<file path="src/hw/rtl/wtv_pkg.sv">
// Shared types, constants and widths for the windowed trend/volatility classifier.
package wtv_pkg;

  localparam int WINDOW     = 100;
  localparam int PRICE_BITS = 24;

  localparam int ADDR_W     = $clog2(WINDOW);
  localparam int FILL_W     = $clog2(WINDOW + 1);
  localparam int SUM_W      = PRICE_BITS + $clog2(WINDOW);
  localparam int SQ_W       = 2 * PRICE_BITS + $clog2(WINDOW);
  localparam int PROD_W     = FILL_W + SQ_W;
  localparam int FACTOR_W   = 4;
  localparam int KSQ_W      = 2 * FACTOR_W;
  localparam int RHS_W      = PROD_W + KSQ_W;
  localparam int CFG_W      = 7;
  localparam int PCT_W      = 7;
  localparam int PCT_PROD_W = SUM_W + PCT_W;
  localparam int PHASE_W    = 2;

  localparam int IN_TDATA_W  = ((PRICE_BITS + 7) / 8) * 8;
  localparam int OUT_TDATA_W = ((PHASE_W + FILL_W + 7) / 8) * 8;

  localparam logic [PCT_W-1:0] PCT_SCALE = PCT_W'(100);

  localparam logic [CFG_W-1:0]    TREND_MIN_RST    = CFG_W'(20);
  localparam logic [CFG_W-1:0]    CHAOS_MIN_RST    = CFG_W'(10);
  localparam logic [CFG_W-1:0]    TREND_PCT_RST    = CFG_W'(30);
  localparam logic [FACTOR_W-1:0] CHAOS_FACTOR_RST = FACTOR_W'(2);

  typedef enum logic [1:0] {
    REG_TREND_MIN    = 2'd0,
    REG_CHAOS_MIN    = 2'd1,
    REG_TREND_PCT    = 2'd2,
    REG_CHAOS_FACTOR = 2'd3
  } wtv_reg_t;

  typedef enum logic [PHASE_W-1:0] {
    PHASE_RANGING  = 2'd0,
    PHASE_TRENDING = 2'd1,
    PHASE_CHAOS    = 2'd2
  } wtv_phase_t;

  typedef enum logic [2:0] {
    ST_IDLE,
    ST_READ_A,
    ST_READ_B,
    ST_PREP,
    ST_MUL,
    ST_SCALE,
    ST_OUT
  } wtv_state_t;

  // one strobe per sequencer step up to the scale step; the output step has none
  typedef struct packed {
    logic load;
    logic take_a;
    logic commit;
    logic prep;
    logic mul;
    logic scale;
  } wtv_ctrl_t;

  typedef struct packed {
    logic [CFG_W-1:0]    trend_min;
    logic [CFG_W-1:0]    chaos_min;
    logic [PCT_W-1:0]    trend_pct;
    logic [FACTOR_W-1:0] chaos_factor;
  } wtv_cfg_t;

endpackage

</file>
<file path="src/hw/rtl/wtv_ring.sv">
// Price ring memory with oldest pointer and fill count.
module wtv_ring (
  input  logic                           clk,
  input  logic                           rst,
  input  wtv_pkg::wtv_ctrl_t             ctrl,
  input  logic [wtv_pkg::PRICE_BITS-1:0] wr_data,
  output logic [wtv_pkg::PRICE_BITS-1:0] rd_data,
  output logic [wtv_pkg::FILL_W-1:0]     fill,
  output logic                           full
);
  import wtv_pkg::*;

  logic [PRICE_BITS-1:0] mem [WINDOW];
  logic [ADDR_W-1:0]     oldest;
  logic [ADDR_W-1:0]     oldest_next;
  logic [ADDR_W:0]       tail_sum;
  logic [ADDR_W-1:0]     wr_addr;
  logic [ADDR_W-1:0]     rd_addr;
  logic                  rd_en;

  assign full        = (fill == FILL_W'(WINDOW));
  assign oldest_next = (oldest == ADDR_W'(WINDOW - 1)) ? '0 : oldest + 1'b1;
  assign tail_sum    = {1'b0, oldest} + (ADDR_W + 1)'(fill);

  always_comb begin
    if (full) begin
      wr_addr = oldest;
    end else if (tail_sum >= (ADDR_W + 1)'(WINDOW)) begin
      wr_addr = ADDR_W'(tail_sum - (ADDR_W + 1)'(WINDOW));
    end else begin
      wr_addr = tail_sum[ADDR_W-1:0];
    end
  end

  // oldest entry on load, its successor on the next step
  assign rd_addr = ctrl.take_a ? oldest_next : oldest;
  assign rd_en   = ctrl.load | ctrl.take_a;

  always_ff @(posedge clk) begin
    if (rd_en) begin
      rd_data <= mem[rd_addr];
    end
    if (ctrl.commit) begin
      mem[wr_addr] <= wr_data;
    end
  end

  always_ff @(posedge clk) begin
    if (rst) begin
      oldest <= '0;
      fill   <= '0;
    end else if (ctrl.commit) begin
      if (full) begin
        oldest <= oldest_next;
      end else begin
        fill <= fill + 1'b1;
      end
    end
  end

endmodule

</file>
<file path="config.mk">
export PLATFORM = sky130hd
export DESIGN_NAME = wtv_ring
export DESIGN_NICKNAME = d
export VERILOG_FILES = /design/src/hw/rtl/wtv_pkg.sv /design/src/hw/rtl/wtv_ring.sv
export SDC_FILE = /design/constraint.sdc
export NUM_CORES = 2
export LEC_CHECK = 0
export ABC_AREA = 1
export BUFFER_PORTS_ARGS = -buffer_cell sky130_fd_sc_hd__buf_4
export CAP_MARGIN = 20
export CORE_MARGIN = 10
export CORE_UTILIZATION = 40
export DETAILED_ROUTE_END_ITERATION = 7
export HOLD_SLACK_MARGIN = 0.1
export PLACE_DENSITY = 0.57
export SLEW_MARGIN = 20
export SYNTH_ARGS = -nofsm -noshare
export SYNTH_HDL_FRONTEND = slang
export SYNTH_SLANG_ARGS = --single-unit
</file>
<file path="constraint.sdc">
create_clock -name clk -period 3.63 [get_ports clk]
set_clock_uncertainty 0.05 [all_clocks]
set_input_delay 0.363 -clock clk [delete_from_list [all_inputs] [get_ports clk]]
set_output_delay 0.363 -clock clk [all_outputs]
set_load 0.05 [all_outputs]
</file>
---- Word-level counts from Yosys, hierarchy flattened ----
Memory sizes are Yosys's and may differ from the RTL's. A register that Yosys moved wholly into a read port is not among the register bits.
Index checks and enable logic that the tools add are counted.
W data, S select, Z words.
storage, ports and cells
  flip-flop bits (word level) ............. 14
  RAM bits ................................ 2400
  output and inout bits ................... 32
  memories kept ........................... 1
cells by class
  add/sub/neg operators ................... 4
  $lt $le $gt $ge ......................... 1
  eq/ne operators ......................... 2
  multiplexer cells ....................... 6
  bitwise operators ....................... 2
  reductions and logical operators ........ 2
memories
  name  words  width  rd ports  clocked after Yosys merged registers in  write ports  RTL line        RTL
  mem   100    24     1         1                                        1            wtv_ring.sv:13  logic [PRICE_BITS-1:0] mem [WINDOW];
operators by type and width
  kind                   number
  $mux W7                4
  $add A7 B1 Y7 const B  2
  $eq A7 B7 Y1 const B   2
  $add A7 B7 Y8          1
  $ge A8 B7 Y1 const B   1
  $sub A7 B7 Y7 const B  1
  $reduce_and A2 Y1      2
  $mux W1                2
  $not A1 Y1             1
  $or A1 B1 Y1           1

---- Longest topological paths before layout ----
  word-level depth ........................ 4
  depth in mapped cells ................... 18
  mapped depth without buffers ............ 17

---- Worst setup path after synthesis ----
OpenSTA, ideal clock, no wires.
  kind .................................... flip-flop to flip-flop
  start point ............................. register fill[0] in the netlist's numbering
  end point ............................... memory mem[18][0] (enable)
  arrival time ............................ 3.906 ns
  setup slack ............................. -0.730 ns
  stages on the path, launching flop included .. 16
  path buffers ............................ 1
  period minus slack after synthesis ...... 4.360 ns
  cell sequence ........................... dfxtp_1 > ha_1 > inv_1 > fa_1 > nand3b_1 > nand2_2 > nand3_1 > nand2_2 > xor2_4 > nand3_4 > nand2_4 > nand2_1 > nand3_2 > nand4_1 > buf_2 > nor2_1
on the way
  cells in the longest elaborated chain, start to end .. 4
  elaborated cells between the ends (all ways) .. 6
  classes of those cells .................. add/sub: 2; order compare: 1; eq/ne: 1; mux: 2
ends and longest elaborated chain
  what                                                  RTL line                        RTL
  start: declaration                                    wtv_ring.sv:8                   output logic [wtv_pkg::FILL_W-1:0] fill,
  start signal: assignment                              wtv_ring.sv:56                  fill <= fill + 1'b1;
  $add A7 B7 Y8                                         wtv_ring.sv:23                  assign tail_sum = {1'b0, oldest} + (ADDR_W + 1)'(fill);
  $sub A7 B7 Y7 / $ge A8 B7 Y1 (equally long branches)  wtv_ring.sv:29, wtv_ring.sv:28
  $mux W7                                               wtv_ring.sv:28                  end else if (tail_sum >= (ADDR_W + 1)'(WINDOW)) begin
  $mux W7 *                                             wtv_ring.sv:26                  if (full) begin
  end: declaration                                      wtv_ring.sv:13
Every way passes the cells marked *; elsewhere a longest branch is shown, timed or not.

---- Worst setup path after layout ----
  start point ............................. register oldest[0]
  end point ............................... register rd_data[22] in the netlist's numbering (read register of mem), data pin
on the way
  cells in the longest elaborated chain, start to end .. 3
  elaborated cells between the ends (all ways) .. 4
  classes of those cells .................. add/sub: 1; eq/ne: 1; mux: 2
ends and longest elaborated chain
  what                                                  RTL line        RTL
  start: declaration                                    wtv_ring.sv:14  logic [ADDR_W-1:0] oldest;
  start signal: assignment                              wtv_ring.sv:54  oldest <= oldest_next;
  $add A7 B1 Y7 / $eq A7 B7 Y1 (equally long branches)  wtv_ring.sv:22  assign oldest_next = (oldest == ADDR_W'(WINDOW - 1)) ? '0 : oldest + 1'b1;
  $mux W7                                               wtv_ring.sv:22
  $mux W7 *                                             wtv_ring.sv:36  assign rd_addr = ctrl.take_a ? oldest_next : oldest;
  end: declaration                                      wtv_ring.sv:7   output logic [wtv_pkg::PRICE_BITS-1:0] rd_data,
Marks and branches as above.
A chain may end at the register's enable or synchronous reset.

==> impl_summary.md <==
Critical path
The worst setup path is captured at a flip-flop. Along the worst path, the maximum fanout reaches 30. The data arrival time of the critical path is 4.18 ns. The startpoint of the most critical setup path is oldest[0]. The endpoint identified for the worst register-to-register timing path is rd_data[22].

The cell depth of the worst flop-to-flop path is 17. In this run the critical register-to-register path is launched from oldest[0]. The worst setup path is launched from a flip-flop. The setup path with the least slack is of type reg -> reg. The setup slack of the worst register-to-register path is 0.05 ns. The required time of the worst setup path is 4.23 ns.

CTS
The count of H-tree levels built during CTS is 5. Counting every sink on the clock net gives 2438. The maximum number of buffers from clock root to sink is 4. The total CTS buffers is 274. Clock latency on the worst-skew pair, taken at its later pin, is 0.93 ns. Clock-pin slew was measured on the worst setup and hold paths at 0.06 ns. The cell at the root of the clock tree is clkbuf_16. The clock tree from TritonCTS is yes.

Worst hold path
The worst hold path terminates at mem[55][4]. The startpoint identified for the worst hold timing path is wr_data[4]. The classification of the worst-slack hold path is in -> reg. The number of cells traversed by the worst hold path is 1.

Synthesis
The netlist uses 41 different library cells. A synthesized cell averages 11.9 um^2. The cell count after synthesis is 8596. The share of synthesized area occupied by flip-flops and latches is 0.717. The flip-flop and latch count after synthesis is 2438. When the netlist entered floorplanning its net count stood at 8641. During synthesis, Yosys emitted a total of 0 warnings. The post-synth design cell area is 102000 um^2.

Floorplanning
The core region is 254000 um^2. During I/O placement, the number of pins put on the boundary was 64. In this run the core area contains 185 standard-cell rows.

The die width is 525 um. In this run the vertical extent of the chip is 525 um. For this configuration, the core starts out at a cell density of 0.401.

The overall die area is 275000 um^2.

STA
Hold is met by 0.126 ns. Setup repair after global routing could not meet its margin everywhere. The highest clock frequency the design can meet is 279 MHz. Headroom to the max-slew limit came out at 0.245. The share of the cycle needed by the critical path after routing is 0.986. The smallest setup slack after layout is 0.0499 ns. At the pin with the least slew margin, the transition time is 1.13 ns. The total count of max-transition violations in the final report is 0. The clock period could shrink to 3.58 ns. The number of failing hold endpoints at the final stage is 0. The number of setup violations in the final report is 0. Adding up every negative setup slack in the final design gives 0 ns.

Global routing
The number of global-route vias before repair came to 65800. The initial antenna violation count is 10. The pin count of the biggest net entering global routing is 119. The total grt overflow is 0. The overall global routing resource usage is 0.213.

The first-pass GRT wire length is 444 mm.

Routing
The iteration count of the initial detailed-routing pass is 6. Once detail routing completed, the nets flagged for antenna violations numbered 0. The initial DRC count is 7792.

The detailed-route wire length is 307 mm. The per-cell routed wire length is 24.9 um. The average via count per standard cell is 5.62.

The routed via count is 69200. The number of remaining DRC errors is 0.

Place
The sum of net half-perimeters after detailed placement is 175 mm. The number of placed instances, taps included, is 11800. Port buffering added 60 buffers.

The weighted congestion at the end of routability-driven global placement is 0.905. Prior to clock tree synthesis, the placed netlist has a worst setup slack of 0.0298 ns.

Cells and area
The post-layout instance count excluding filler cells is 12300. The number of nets at the end of the flow is 8805. The ratio of cells with drive above 1 in the final layout is 0.114. Leaving out fill and tap cells, the most frequent cells in the layout are nand3_1, edfxtp_1, nand2_1. The area overhead of the layout relative to synthesis is 16.9%. The final-layout fill cell count is 22200. The library cell used most frequently in the layout, excluding fill and tap cells, is nand3_1.

Pwr
The analysis attributes to cell leakage a power of 41.8 nW. In this run the power density over the cells is 503 nW/um^2. Across the VDD grid, the largest voltage drop is 0.515 mV.

Status
The flow ran to the end, and the final reports show no timing, DRC or antenna violations.

Flow run
The tool flagged a number of max-cap violations equal to 0.
## flip-flops by register name, indices dropped and copies added (netlist names)
| name | cells |
|---|---|
| fill | 7 |
| mem | 2400 |
| oldest | 7 |
| rd_data | 24 |
## cells by family (layout without fill, tap and decap cells)
kind of cell | count (synthesis) | after routing | share of synthesized area
xor+xnor | 6 | 6 | 0.000773
buf+inv | 1021 | 1360 | 0.0430
other cells | 0 | 5 | 0
fa+ha+maj | 13 | 13 | 0.00167
flops | 2438 | 2438 | 0.717
compound gates | 131 | 131 | 0.00691
simple gates | 4987 | 4987 | 0.231
## where the power goes
part	total, W	switching, W	leakage [nW]	internal (W)
sequential	0.0311	0.0000849	21.9	0.0310
combinational	0.00286	0.00210	15.9	0.000758
clock	0.0260	0.0107	4.03	0.0153
total	0.0600	0.0129	41.8	0.0471
## critical path: stages, from the launching register on
cell and delay [ns]:
dfxtp_2 0.33, buf_4 0.16, ha_1 0.24, nand2_1 0.08, inv_1 0.05, nand3_2 0.10
buf_4 0.14, nand2_1 0.12, o21ai_4 0.28, buf_12 0.30, buf_12 0.24, nand3_1 0.10
nand3_1 0.10, nand3_1 0.18, nand3_1 0.25, nand3_1 0.34, nand3_1 0.18, nand2_1 0.07
## layer usage
| metal | share of wire | vias up | track usage |
|---|---|---|---|
| met4 | 0.045 | 2 | 0.0912 |
| met5 | 0.000042 | - | 0 |
| li1 | - | 31300 | - |
| met3 | 0.076 | 471 | 0.0363 |
| met1 | 0.42 | 34600 | 0.291 |
| met2 | 0.46 | 2878 | 0.334 |
## stage by stage
stage,cell area (um^2),utilization,total power (W)
global route,119000,0.469,0.0617
global placement,110000,0.433,0.0345
detailed placement,110000,0.433,0.0345
floorplan,102000,-,0.0330
CTS,119000,0.467,0.0604
finish,119000,0.469,0.0600
## synthesized netlist by cell type, drive strengths merged
cell type,instances,area share
nand3,2941,0.14
edfxtp,2424,0.71
nand2,1645,0.061
buf,449,0.022
inv,381,0.014
nand3b,255,0.019
clkbuf,189,0.0070
nor2,127,0.0051
a21oi,59,0.0029
o21ai,56,0.0028
dfxtp,14,0.0027
nand4,13,0.00080
ha,12,0.0015
o211ai,9,0.00066
or2,4,0.00025
o22ai,3,0.00018
xnor2,3,0.00026
xor2,3,0.00052
clkinv,2,0.000074
a21o,1,0.000074
a31oi,1,0.00012
fa,1,0.00020
nor3b,1,0.000074
nor4,1,0.000061
o21a,1,0.000074
o31ai,1,0.000074
## layout make-up
| type | instances | area (um^2) | share of cell area |
|---|---|---|---|
| tap | 3366 | 4210 | 0.0353 |
| multi-input combinational | 5137 | 25100 | 0.211 |
| timing repair buffer | 526 | 7060 | 0.0593 |
| clock buffer | 334 | 7210 | 0.0605 |
| clock inverter | 117 | 1010 | 0.00846 |
| inverter | 383 | 1460 | 0.0123 |
| sequential | 2438 | 73100 | 0.613 |
| antenna | 5 | 12.5 | 0.000105 |
## repair_timing
| action | CTS | global route |
|---|---|---|
| setup endpoints to repair | 52 | 2208 |
| hold buffers | 24 | 0 |
| buffers inserted | 2 | 15 |
| hold endpoints to repair | 944 | 0 |
| cloned | 0 | 8 |
| gates resized for setup | 0 | 51 |
| pin swaps | 1 | 10 |
## worst max path at each step
stage / slack (ns) / end / cells after the start
2_1_floorplan: -0.57 / mem[74][0] / 15
3_3_place_gp: 0.03 / mem[30][4] / 15
3_5_place_dp: 0.03 / mem[30][23] / 15
4_1_cts: 0.02 / mem[80][1] / 15
5_1_grt: -0.03 / mem[64][16] / 17
6_report: 0.05 / rd_data[22] / 17
(Power assumes the default switching activity.)
